--- src/hw/rtl/chi_pkg.sv ---
// Shared types and constants for the cuckoo hash insert unit.
// Used by chi_ctrl, chi_datapath and cuckoo_hash_insert; depends on nothing.
package chi_pkg;

   // Fixed field widths of the request and response ports
   localparam int KEY_FIELD_BITS = 32;
   localparam int POS_BITS       = 3;
   localparam int KICK_BITS      = 8;

   // Kick limit after reset
   localparam logic [KICK_BITS-1:0] MAX_KICKS_RESET = 8'd32;

   // Response status codes
   localparam logic STATUS_PLACED = 1'b0;
   localparam logic STATUS_FAILED = 1'b1;

   // Controller to datapath commands
   typedef struct packed {
      logic clear;    // write empty entry at clear counter, both tables
      logic load;     // capture request as carried item
      logic read;     // read current side's slot
      logic write;    // write carried item into current side's slot
      logic evict;    // take occupant as carried item, count kick, swap side
      logic finish;   // register response, strobe it
      logic fail;     // response reports homeless item
   } cmd_type;

   // Datapath to controller status
   typedef struct packed {
      logic slot_full;   // slot just read holds a valid entry
      logic limit_hit;   // kick count has reached the limit
      logic clear_last;  // clearing pass at last entry
   } status_type;

endpackage

--- src/hw/rtl/chi_ram.sv ---
// Generic simple dual-port RAM: one write port, one read port, registered read.
// Stand-alone; no package dependency.
module chi_ram #(
   parameter int WIDTH = 8,
   parameter int DEPTH = 8
) (
   input  logic                       clock,
   input  logic                       wr_en,
   input  logic [$clog2(DEPTH)-1:0]   wr_addr,
   input  logic [WIDTH-1:0]           wr_data,
   input  logic                       rd_en,
   input  logic [$clog2(DEPTH)-1:0]   rd_addr,
   output logic [WIDTH-1:0]           rd_data
);

   logic [WIDTH-1:0] mem_ff [DEPTH];
   logic [WIDTH-1:0] rd_data_ff;

   // Write port
   always_ff @(posedge clock) begin
      if (wr_en) begin
         mem_ff[wr_addr] <= wr_data;
      end
   end

   // Registered read port
   always_ff @(posedge clock) begin
      if (rd_en) begin
         rd_data_ff <= mem_ff[rd_addr];
      end
   end

   assign rd_data = rd_data_ff;

endmodule

--- src/hw/rtl/chi_ctrl.sv ---
// Controller state machine for the cuckoo hash insert unit.
// Depends on chi_pkg for the command and status structs.
module chi_ctrl (
   input  logic                clock,
   input  logic                reset,
   input  logic                start,
   output logic                busy,
   input  chi_pkg::status_type status,
   output chi_pkg::cmd_type    cmd
);

   localparam logic [1:0] ST_CLEAR = 2'd0;
   localparam logic [1:0] ST_IDLE  = 2'd1;
   localparam logic [1:0] ST_READ  = 2'd2;
   localparam logic [1:0] ST_EVAL  = 2'd3;

   logic [1:0] state_ff;
   logic [1:0] state_in;

   // Next state and commands
   always_comb begin
      state_in = state_ff;
      cmd      = '0;
      unique case (state_ff)
         ST_CLEAR: begin
            cmd.clear = 1'b1;
            if (status.clear_last) begin
               state_in = ST_IDLE;
            end
         end
         ST_IDLE: begin
            if (start) begin
               cmd.load = 1'b1;
               state_in = ST_READ;
            end
         end
         ST_READ: begin
            cmd.read = 1'b1;
            state_in = ST_EVAL;
         end
         ST_EVAL: begin
            priority if (!status.slot_full) begin
               // empty slot: place carried item and finish
               cmd.write  = 1'b1;
               cmd.finish = 1'b1;
               state_in   = ST_IDLE;
            end else if (status.limit_hit) begin
               // no kick left: carried item stays homeless
               cmd.finish = 1'b1;
               cmd.fail   = 1'b1;
               state_in   = ST_IDLE;
            end else begin
               // kick the occupant and try the other table
               cmd.write = 1'b1;
               cmd.evict = 1'b1;
               state_in  = ST_READ;
            end
         end
         default: begin
            state_in = ST_CLEAR;
         end
      endcase
   end

   always_ff @(posedge clock) begin
      if (reset) begin
         state_ff <= ST_CLEAR;
      end else begin
         state_ff <= state_in;
      end
   end

   assign busy = (state_ff != ST_IDLE);

endmodule

--- src/hw/rtl/chi_datapath.sv ---
// Datapath for the cuckoo hash insert unit: both tables, carried item, kick
// counter, kick limit register and response registers. Uses chi_pkg, chi_ram.
module chi_datapath #(
   parameter int TABLE_DEPTH = 8,
   parameter int KEY_BITS    = 32
) (
   input  logic                                  clock,
   input  logic                                  reset,
   input  chi_pkg::cmd_type                      cmd,
   output chi_pkg::status_type                   status,
   input  logic                                  csr_valid,
   input  logic [chi_pkg::KICK_BITS-1:0]         csr_data,
   input  logic [chi_pkg::KEY_FIELD_BITS-1:0]    req_new_key,
   input  logic [chi_pkg::POS_BITS-1:0]          req_hash_one_pos,
   input  logic [chi_pkg::POS_BITS-1:0]          req_hash_two_pos,
   output logic                                  rsp_valid,
   output logic                                  rsp_status,
   output logic [chi_pkg::KICK_BITS-1:0]         rsp_kick_count,
   output logic [chi_pkg::KEY_FIELD_BITS-1:0]    rsp_leftover_key,
   output logic [chi_pkg::POS_BITS-1:0]          rsp_leftover_pos_one,
   output logic [chi_pkg::POS_BITS-1:0]          rsp_leftover_pos_two
);

   localparam int PosW       = chi_pkg::POS_BITS;
   localparam int KickW      = chi_pkg::KICK_BITS;
   localparam int KeyFieldW  = chi_pkg::KEY_FIELD_BITS;
   localparam int IdxW       = $clog2(TABLE_DEPTH);
   localparam int EntryW     = 1 + KEY_BITS + 2 * PosW;
   localparam int DepthCap   = (TABLE_DEPTH > 8) ? 8 : TABLE_DEPTH;
   localparam logic [3:0] DepthNarrow = 4'(DepthCap);
   localparam logic [IdxW-1:0] LastIdx = IdxW'(TABLE_DEPTH - 1);

   // Slot number reduced modulo the table depth; at most seven subtractions
   function automatic logic [IdxW-1:0] slot_index(input logic [PosW-1:0] pos);
      logic [3:0] v;
      v = {1'b0, pos};
      for (int i = 0; i < 7; i++) begin
         if (v >= DepthNarrow) begin
            v = v - DepthNarrow;
         end
      end
      return IdxW'(v);
   endfunction

   logic [KickW-1:0]     max_kicks_ff;
   logic [IdxW-1:0]      clr_cnt_ff;
   logic [KEY_BITS-1:0]  carry_key_ff;
   logic [PosW-1:0]      carry_p1_ff;
   logic [PosW-1:0]      carry_p2_ff;
   logic                 side_ff;
   logic [KickW-1:0]     kicks_ff;
   logic                 rsp_valid_ff;
   logic                 rsp_status_ff;
   logic [KickW-1:0]     rsp_kick_count_ff;
   logic [KeyFieldW-1:0] rsp_leftover_key_ff;
   logic [PosW-1:0]      rsp_leftover_pos_one_ff;
   logic [PosW-1:0]      rsp_leftover_pos_two_ff;

   logic [IdxW-1:0]      slot_addr;
   logic [IdxW-1:0]      wr_addr;
   logic [EntryW-1:0]    wr_data;
   logic [EntryW-1:0]    carry_entry;
   logic                 wr_one;
   logic                 wr_two;
   logic                 rd_one;
   logic                 rd_two;
   logic [EntryW-1:0]    rd_data_one;
   logic [EntryW-1:0]    rd_data_two;
   logic [EntryW-1:0]    occupant;

   // Table addressing: carried item's slot on the current side
   assign slot_addr   = side_ff ? slot_index(carry_p2_ff) : slot_index(carry_p1_ff);
   assign carry_entry = {1'b1, carry_key_ff, carry_p1_ff, carry_p2_ff};
   assign wr_addr     = cmd.clear ? clr_cnt_ff : slot_addr;
   assign wr_data     = cmd.clear ? '0 : carry_entry;
   assign wr_one      = cmd.clear || (cmd.write && !side_ff);
   assign wr_two      = cmd.clear || (cmd.write && side_ff);
   assign rd_one      = cmd.read && !side_ff;
   assign rd_two      = cmd.read && side_ff;

   chi_ram #(
      .WIDTH (EntryW),
      .DEPTH (TABLE_DEPTH)
   ) u_first_table (
      .clock   (clock),
      .wr_en   (wr_one),
      .wr_addr (wr_addr),
      .wr_data (wr_data),
      .rd_en   (rd_one),
      .rd_addr (slot_addr),
      .rd_data (rd_data_one)
   );

   chi_ram #(
      .WIDTH (EntryW),
      .DEPTH (TABLE_DEPTH)
   ) u_second_table (
      .clock   (clock),
      .wr_en   (wr_two),
      .wr_addr (wr_addr),
      .wr_data (wr_data),
      .rd_en   (rd_two),
      .rd_addr (slot_addr),
      .rd_data (rd_data_two)
   );

   assign occupant = side_ff ? rd_data_two : rd_data_one;

   // Status back to the controller
   assign status.slot_full  = occupant[EntryW-1];
   assign status.limit_hit  = (kicks_ff >= max_kicks_ff);
   assign status.clear_last = (clr_cnt_ff == LastIdx);

   // Kick limit register
   always_ff @(posedge clock) begin
      if (reset) begin
         max_kicks_ff <= chi_pkg::MAX_KICKS_RESET;
      end else if (csr_valid) begin
         max_kicks_ff <= csr_data;
      end
   end

   // Clearing pass counter
   always_ff @(posedge clock) begin
      if (reset) begin
         clr_cnt_ff <= '0;
      end else if (cmd.clear) begin
         clr_cnt_ff <= clr_cnt_ff + 1'b1;
      end
   end

   // Carried item, side and kick count
   always_ff @(posedge clock) begin
      if (cmd.load) begin
         carry_key_ff <= KEY_BITS'(req_new_key);
         carry_p1_ff  <= req_hash_one_pos;
         carry_p2_ff  <= req_hash_two_pos;
         side_ff      <= 1'b0;
         kicks_ff     <= '0;
      end else if (cmd.evict) begin
         carry_key_ff <= occupant[2*PosW +: KEY_BITS];
         carry_p1_ff  <= occupant[PosW +: PosW];
         carry_p2_ff  <= occupant[0 +: PosW];
         side_ff      <= !side_ff;
         kicks_ff     <= kicks_ff + 1'b1;
      end
   end

   // Response strobe
   always_ff @(posedge clock) begin
      if (reset) begin
         rsp_valid_ff <= 1'b0;
      end else begin
         rsp_valid_ff <= cmd.finish;
      end
   end

   // Response payload
   always_ff @(posedge clock) begin
      if (cmd.finish) begin
         rsp_status_ff     <= cmd.fail ? chi_pkg::STATUS_FAILED : chi_pkg::STATUS_PLACED;
         rsp_kick_count_ff <= kicks_ff;
         if (cmd.fail) begin
            rsp_leftover_key_ff     <= KeyFieldW'(carry_key_ff);
            rsp_leftover_pos_one_ff <= carry_p1_ff;
            rsp_leftover_pos_two_ff <= carry_p2_ff;
         end else begin
            rsp_leftover_key_ff     <= '0;
            rsp_leftover_pos_one_ff <= '0;
            rsp_leftover_pos_two_ff <= '0;
         end
      end
   end

   assign rsp_valid            = rsp_valid_ff;
   assign rsp_status           = rsp_status_ff;
   assign rsp_kick_count       = rsp_kick_count_ff;
   assign rsp_leftover_key     = rsp_leftover_key_ff;
   assign rsp_leftover_pos_one = rsp_leftover_pos_one_ff;
   assign rsp_leftover_pos_two = rsp_leftover_pos_two_ff;

endmodule

--- src/hw/rtl/cuckoo_hash_insert.sv ---
// Two-table cuckoo hash insert unit; top level. Uses chi_pkg, chi_ctrl, chi_datapath.
// Each try is a registered table read, then an evaluate-and-write step; an
// insert with k kicks makes k+1 tries, and busy stays high through all of them.
// The response strobe is registered and shows in the cycle after the last try; a new start is taken in that cycle.
// Synchronous reset sets the kick limit to 32, then a clearing pass writes an empty
// entry to every slot of both tables with busy high. Results cannot be stalled.
module cuckoo_hash_insert #(
   parameter int TABLE_DEPTH = 8,
   parameter int KEY_BITS    = 32
) (
   input  logic                               clock,
   input  logic                               reset,
   input  logic                               start,
   output logic                               busy,
   input  logic [chi_pkg::KEY_FIELD_BITS-1:0] req_new_key,
   input  logic [chi_pkg::POS_BITS-1:0]       req_hash_one_pos,
   input  logic [chi_pkg::POS_BITS-1:0]       req_hash_two_pos,
   output logic                               rsp_valid,
   output logic                               rsp_status,
   output logic [chi_pkg::KICK_BITS-1:0]      rsp_kick_count,
   output logic [chi_pkg::KEY_FIELD_BITS-1:0] rsp_leftover_key,
   output logic [chi_pkg::POS_BITS-1:0]       rsp_leftover_pos_one,
   output logic [chi_pkg::POS_BITS-1:0]       rsp_leftover_pos_two,
   input  logic                               csr_valid,
   output logic                               csr_ready,
   input  logic [chi_pkg::KICK_BITS-1:0]      csr_data
);

   chi_pkg::cmd_type    cmd;
   chi_pkg::status_type status;

   // Register writes are always taken
   assign csr_ready = 1'b1;

   chi_ctrl u_ctrl (
      .clock  (clock),
      .reset  (reset),
      .start  (start),
      .busy   (busy),
      .status (status),
      .cmd    (cmd)
   );

   chi_datapath #(
      .TABLE_DEPTH (TABLE_DEPTH),
      .KEY_BITS    (KEY_BITS)
   ) u_datapath (
      .clock                (clock),
      .reset                (reset),
      .cmd                  (cmd),
      .status               (status),
      .csr_valid            (csr_valid && csr_ready),
      .csr_data             (csr_data),
      .req_new_key          (req_new_key),
      .req_hash_one_pos     (req_hash_one_pos),
      .req_hash_two_pos     (req_hash_two_pos),
      .rsp_valid            (rsp_valid),
      .rsp_status           (rsp_status),
      .rsp_kick_count       (rsp_kick_count),
      .rsp_leftover_key     (rsp_leftover_key),
      .rsp_leftover_pos_one (rsp_leftover_pos_one),
      .rsp_leftover_pos_two (rsp_leftover_pos_two)
   );

   // An accepted start always leads into the eviction walk
   assert property (@(posedge clock) disable iff (reset)
      (start && !busy) |=> busy)
      else $error("start accepted but controller did not go busy");

   // A response only follows a busy cycle and shows with the controller idle
   assert property (@(posedge clock) disable iff (reset)
      rsp_valid |-> ($past(busy) && !busy))
      else $error("response strobe outside end of insert");

   // Write and evict never coincide with a clearing pass or a load
   assert property (@(posedge clock) disable iff (reset)
      (cmd.write || cmd.evict) |-> (!cmd.clear && !cmd.load))
      else $error("table write overlaps clear or load");

endmodule

--- config.mk ---
export PLATFORM = sky130hd
export DESIGN_NAME = cuckoo_hash_insert
export DESIGN_NICKNAME = d
export VERILOG_FILES = /design/src/hw/rtl/chi_pkg.sv /design/src/hw/rtl/chi_ram.sv /design/src/hw/rtl/chi_ctrl.sv /design/src/hw/rtl/chi_datapath.sv /design/src/hw/rtl/cuckoo_hash_insert.sv
export SDC_FILE = /design/constraint.sdc
export NUM_CORES = 1
export LEC_CHECK = 0
export ABC_AREA = 1
export BUFFER_PORTS_ARGS = -buffer_cell sky130_fd_sc_hd__buf_2
export CAP_MARGIN = 20
export CORE_MARGIN = 2
export CORE_UTILIZATION = 35
export CTS_CLUSTER_DIAMETER = 30
export CTS_CLUSTER_SIZE = 8
export DETAILED_ROUTE_END_ITERATION = 8
export MAX_ROUTING_LAYER = met4
export SYNTH_ARGS = -nofsm -noshare
export SYNTH_HDL_FRONTEND = slang
export SYNTH_SLANG_ARGS = --single-unit
--- constraint.sdc ---
create_clock -name clock -period 4.8 [get_ports clock]
set_clock_uncertainty 0.2 [all_clocks]
set_input_delay 0.24 -clock clock [delete_from_list [all_inputs] [get_ports clock]]
set_output_delay 0.24 -clock clock [all_outputs]
set_load 0.02 [all_outputs]
Word level (Yosys, flattened, before mapping)
Memories as Yosys holds them, arrays and structs flattened. A register that Yosys moved wholly into a read port is not among the register bits.
Cells that the tools add are included.
W data, S select, Z words.
- input port bits: 50
- memories: 2
- bits in registers: 108
- bits in writable memories: 624
- output and inout port bits: 50
- logic and storage cells: 67
- memory list (name ; depth ; width ; read ports ; clocked after Yosys merged registers in ; wr ports ; line ; source):
    u_datapath.u_first_table.mem_ff ; 8 ; 39 ; 1 ; 1 ; 1 ; chi_ram.sv:16 ; logic [WIDTH-1:0] mem_ff [DEPTH];
    u_datapath.u_second_table.mem_ff ; 8 ; 39 ; 1 ; 1 ; 1 ; chi_ram.sv:16 ;
- order comparisons: 1
- reductions and logical operators: 10
- add/sub/neg operators: 2
- multiplexer cells: 31
- equal/unequal tests: 7
- operator list (cell ; count):
    $mux W39 ; 2
    $mux W32 ; 2
    $mux W3 ; 6
    $mux W1 ; 13
    $mux W2 ; 6
    $add A8 B1 Y8 const B ; 1
    $ge A8 B8 Y1 ; 1
    $pmux W2 S4 ; 1
    $eq A2 B2 Y1 const B ; 2
    $logic_and A1 B1 Y1 ; 4
    $mux W4 ; 1
    $ne A2 B2 Y1 const B ; 2
    $add A3 B1 Y3 const B ; 1
    $eq A3 B3 Y1 const B ; 1
    $eq A2 B1 Y1 const B ; 1
    $logic_not A2 Y1 ; 1
    $logic_or A1 B1 Y1 ; 2
    $ne A2 B1 Y1 const B ; 1
    $reduce_and A2 Y1 ; 1
    $reduce_bool A2 Y1 ; 1
    $logic_not A1 Y1 ; 1

Depth between registers and ports, before layout
- word-level depth: 8
- depth in mapped cells: 13
- mapped depth without buffers: 13

Hierarchy
Synthesis repeated with hierarchy kept, for this count alone.
- cells, all modules: 3417
- area, all modules: 34743.3 um^2
- by module, submodules not included (module ; times used ; area each (um^2) ; sequential area each (um^2) ; cells an instance):
    chi_ram ; 2 ; 14761.7 ; 10540.1 ; 1405
    chi_datapath ; 1 ; 5063.6 ; 2972.9 ; 579
    chi_ctrl ; 1 ; 145.1 ; 40.0 ; 26
    cuckoo_hash_insert ; 1 ; 11.3 ; 0.0 ; 2

Least setup slack after synthesis
OpenSTA, ideal clock, no wires.
- path kind: register to register
- start: register u_datapath.kicks_ff[0]
- end: memory u_datapath.u_first_table.mem_ff[0][0] (netlist name) (enable)
- data required time: 4.105 ns
- cell stages (with the launch flop): 12
- slack: -0.135 ns
- period minus slack after synthesis: 4.935 ns
- buffers on the path: 0
- data arrival time: 4.240 ns
- library setup time: 0.495 ns
- cells stage by stage: dfxtp_1 inv_1 ha_1 o21ai_0 nand2_1 nand2_1 nand2_1 nand2_1 nand2_1 nand2_1 nand3_1 a21boi_0
- longest elaborated chain between the ends: 8
- ends and longest elaborated chain (element ; line ; source):
    from (decl) ; chi_datapath.sv:51 ; logic [KickW-1:0] kicks_ff;
    from (signal assigned) ; chi_datapath.sv:145 ; kicks_ff <= kicks_ff + 1'b1;
    $ge A8 B8 Y1 ; chi_datapath.sv:111 ; assign status.limit_hit = (kicks_ff >= max_kicks_ff);
    $mux W2 ; chi_ctrl.sv:47 ; end else if (status.limit_hit) begin
    $mux W1 ; chi_ctrl.sv:42 ; priority if (!status.slot_full) begin
    $mux W4 ; chi_ctrl.sv:24 ; unique case (state_ff)
    $logic_and A1 B1 Y1 ; chi_datapath.sv:76 ; assign wr_one = cmd.clear || (cmd.write && !side_ff);
    $logic_or A1 B1 Y1 ; chi_datapath.sv:76 ;
    $mux W1 ; chi_ram.sv:21 ; if (wr_en) begin
    $mux W1 (implied by the code) ; chi_ram.sv:22 ; mem_ff[wr_addr] <= wr_data;
    to (decl) ; chi_ram.sv:16 ;
No other way between the ends.

Worst setup path after layout
- start: register u_datapath.side_ff
- end: register u_datapath.u_first_table.rd_data_ff[1], in the netlist u_datapath.u_first_table.rd_data[1], read port of u_datapath.u_first_table.mem_ff, data pin
- longest elaborated chain between the ends: 2
- elaborated cells between the ends (all ways): 3
- those cells by class: mux: 1; reduce/logical: 2
- ends and longest elaborated chain (element ; line ; source):
    from (decl) ; chi_datapath.sv:50 ; logic side_ff;
    from (signal assigned) ; chi_datapath.sv:144 ; side_ff <= !side_ff;
    $logic_not A1 Y1 ; chi_datapath.sv:78 ; assign rd_one = cmd.read && !side_ff;
    $logic_and A1 B1 Y1 ; chi_datapath.sv:78 ;
    to (decl) ; chi_ram.sv:17 ; logic [WIDTH-1:0] rd_data_ff;
Several ways; a longest one is shown, not always the timed one.
A chain may end at the register's enable or synchronous reset.

==> summary.md <==
| Metric | Value |
|---|---|
| # setup viols final | `0` |
| Pre-antenna DRT Iters | `7` |
| TritonCTS clock tree | `yes` |
| Reg power frac | `37.8%` |
| Die width | `306 microns` |
| P_int | `0.0205 W` |
| Clk network pwr share | `33.6%` |
| PortBufs | `98` |
| Worst hold-check path type | `in -> reg` |
| # diodes | `0` |
| Cell area after synthesis | `31900 sq um` |
| Final Slew Violations | `0` |
| Critical Path Start Type | `flop` |
| Post-Syn Nets | `2575` |
| Critical path class | `reg -> reg` |
| Filler Cell Count | `8098` |
| Total track usage | `18.1%` |
| Die H | `306 microns` |
| Seq/Total Area, Yosys | `75.4%` |
| Post-Route WL | `82900 microns` |
| Post-synthesis xor/xnor area fraction | `0.110%` |
| Mux cell area share after synthesis | `0%` |
| Slowest-stage cell, CP | `inv_2` |
| Number of routed nets with antenna violations | `0` |
| Power per Cell Area | `775 nW/um^2` |
| Largest family of logic cells by synthesized area | `simple AND/OR/NAND/NOR gates` |
| Max incr delay on CP | `0.67 ns` |
| Crit share post-route | `71.9%` |
| Core area | `90300 sq um` |
| Crit-path max FO | `138` |
| TNS Setup | `0 ns` |
| Simple-Gate Fraction of Synth Area | `11.2%` |
| Post-Synth Adder-Cell Area | `0.431%` |
| Drt initial violations | `2046` |
| Post-synth cell types | `34` |
| Slew Limit Headroom | `24.9%` |
| Leading cell types in the layout, fill and taps excluded | `edfxtp_1 (787), nor2_1 (687), o21ai_0 (281)` |
| Pin slew with the least headroom to its limit | `1.12 ns` |
| Final hold slack | `0.143 ns` |
| Complex-gate fraction of the synthesized area | `9.69%` |
| Gp weighted congestion | `0.774` |
| Nets | `2823` |
| # clock sinks | `810` |
| Flops & latches, synth | `810` |
| Period minus WS final | `3.45 ns` |
| Final Power | `0.0309 W` |
| Vias in the first global route | `19800` |
| CP Data Arrival Time | `3.72 ns` |
| Largest net degree at the start of global routing | `155` |
| Ys Warns | `0` |
| Comb pwr share | `28.6%` |
| Buffers & Inverters on Critical Path | `3` |
| WL/cell | `20.4 microns` |
| Post-CTS Repair Setup Buffers | `0` |
| Critical path endpoint category | `flop` |
| Site Rows | `110` |
| Unrepaired setup endpoints after global routing | `false` |
| Commonest non-fill, non-tap cell in the layout | `edfxtp_1` |
| Run status | `finished clean` |
| Vias after detailed routing | `20300` |
| Root buffer cell | `clkbuf_16` |
| Hold Crit Start | `csr_valid` |
| F_max | `0.290 GHz` |
| WP data required | `5.07 ns` |
| Worst-Skew Late Latency | `0.72 ns` |
| Via density | `5.01` |
| Switch Pwr | `0.0104 W` |
| Die Area | `93700 sq um` |
| Critical R2R Launch | `u_datapath.side_ff` |
| Avg Inst Size Synth | `12.7 sq um` |
| Max_cap viols | `0` |
| I/O Pins | `100` |
| Total gr overflow | `0` |
| DRC | `0` |
| Fraction of layout cells with a size suffix above 1 | `15.1%` |
| Starting Density | `35.4%` |
| Antenna violations before repair | `0` |
| H-tree depth | `4` |
| Worst setup path startpoint | `u_datapath.side_ff` |
| CTS clk-pin slew, worst paths | `0.04 ns` |
| Area of the multi-input gates | `7060 sq um` |
| P&R area growth vs syn | `24.9%` |
| CTS buffer count | `157` |
| Estimated wirelength of the detail-placed design | `45000 microns` |
| Final Hold Fails | `0` |
| Leak | `14.0 nW` |
| Reg area | `24100 sq um` |
| CP Cell Sequence | `inv_2 > nand2_1 > nand2_8 > inv_8 > buf_12 > o21ai_0 > nand3_1 > o21a_1` |
| First-pass GRT wire length | `124000 microns` |
| Sw Share | `33.6%` |
| Max VDD drop | `0.626 mV` |
| Clock tree buffer depth | `3` |
| Top delay family on crit path | `buffers and inverters` |
| Syn Inst Count | `2514` |
==> worst register-to-register path, stage by stage (launching register included) <==
cell and delay [ns]:
dfxtp_2 0.31, inv_2 0.67, nand2_1 0.31, nand2_8 0.19
inv_8 0.21, buf_12 0.32, o21ai_0 0.72, nand3_1 0.15
o21a_1 0.13
==> cells in the mapped netlist (all sizes together) <==
master	number	area, sq um
a31oi	38	238
edfxtp	787	23600
o21ai	407	2040
a21oi	20	104
a21o	1	7.51
nand3	86	430
xnor2	3	26.3
o21a	78	586
nor2	691	2600
inv	67	251
nand4	2	12.5
a21boi	16	120
ha	11	138
nand2	129	494
nor3	1	5.00
or2	4	25.0
buf	79	495
dfxtp	23	460
xor2	1	8.76
clkbuf	69	264
conb	1	3.75
==> what timing repair did <==
action | in CTS | in global routing
resized for setup | 0 | 0
hold endpoints to repair | 58 | 0
hold buffers | 65 | 0
setup endpoints to repair | 0 | 0
==> state kept, by name, indices dropped and copies added, names as in the netlist, 3 cells and up <==
| name | flops |
|---|---|
| u_datapath.carry_p2_ff | 3 |
| u_datapath.carry_p1_ff | 3 |
| u_datapath.rsp_leftover_key | 32 |
| u_datapath.rsp_leftover_pos_two | 3 |
| u_datapath.max_kicks_ff | 8 |
| u_datapath.kicks_ff | 8 |
| u_datapath.rsp_kick_count | 8 |
| u_datapath.u_second_table.mem_ff | 312 |
| u_datapath.u_first_table.rd_data | 39 |
| u_datapath.clr_cnt_ff | 3 |
| u_datapath.u_first_table.mem_ff | 312 |
| u_datapath.u_second_table.rd_data | 39 |
| u_datapath.carry_key_ff | 32 |
| u_datapath.rsp_leftover_pos_one | 3 |
==> final timing paths <==
path                                         end  slack [ns]  cells past startpoint
max          u_datapath.u_first_table.rd_data[1]        1.35                      8
min                   u_datapath.max_kicks_ff[5]        0.14                      3
max reg2reg  u_datapath.u_first_table.rd_data[1]        1.35                      8
min reg2reg             u_datapath.clr_cnt_ff[0]        0.31                      2
==> area by class of cell <==
type                            instances  share of cell area (%)
Clock buffer                          200                    10.5
Clock inverter                         80                    2.15
Inverter                               67                   0.659
Multi-Input combinational cell       1489                    17.7
Sequential cell                       810                    60.4
Tap cell                             1176                    3.69
Timing Repair Buffer                  237                    4.85
==> routing by layer <==
metal | global-route usage [%] | vias up | share of wire, %
met5 | - | - | 0
met4 | 6.04 | 0 | 2.0
met3 | 3.40 | 115 | 5.9
met2 | 27.5 | 688 | 47
met1 | 24.4 | 10000 | 45
li1 | - | 9483 | -
==> cell families after synthesis <==
kind of cell             Yosys count
AND/OR/NAND/NOR                  913
flip-flops                       810
AO/OA/AOI/OAI                    560
buffers and inverters            215
adder cells (fa/ha/maj)           11
XOR/XNOR                           4
other                              1
==> power groups by stage <==
stage	Combinational (W)	Clock [W]	Sequential, W
2_1_floorplan	0.00539	0	0.0119
3_3_place_gp	0.00864	0	0.0117
3_5_place_dp	0.00877	0	0.0118
4_1_cts	0.00888	0.0105	0.0117
5_1_grt	0.00972	0.0109	0.0118
6_report	0.00884	0.0104	0.0117
==> stage by stage <==
step / setup slack (ns) / area [sq um] / cells / utilization [%]
2_1_floorplan: -0.135 / 31900 / 2514 / -
3_3_place_gp: 1.51 / 34000 / 3695 / 37.7
3_5_place_dp: 1.48 / 34100 / 3701 / 37.7
4_1_cts: 1.45 / 39800 / 4046 / 44.1
5_1_grt: 1.30 / 39900 / 4059 / 44.2
6_report: 1.35 / 39900 / 4059 / 44.2
(Power assumes the default switching activity.)
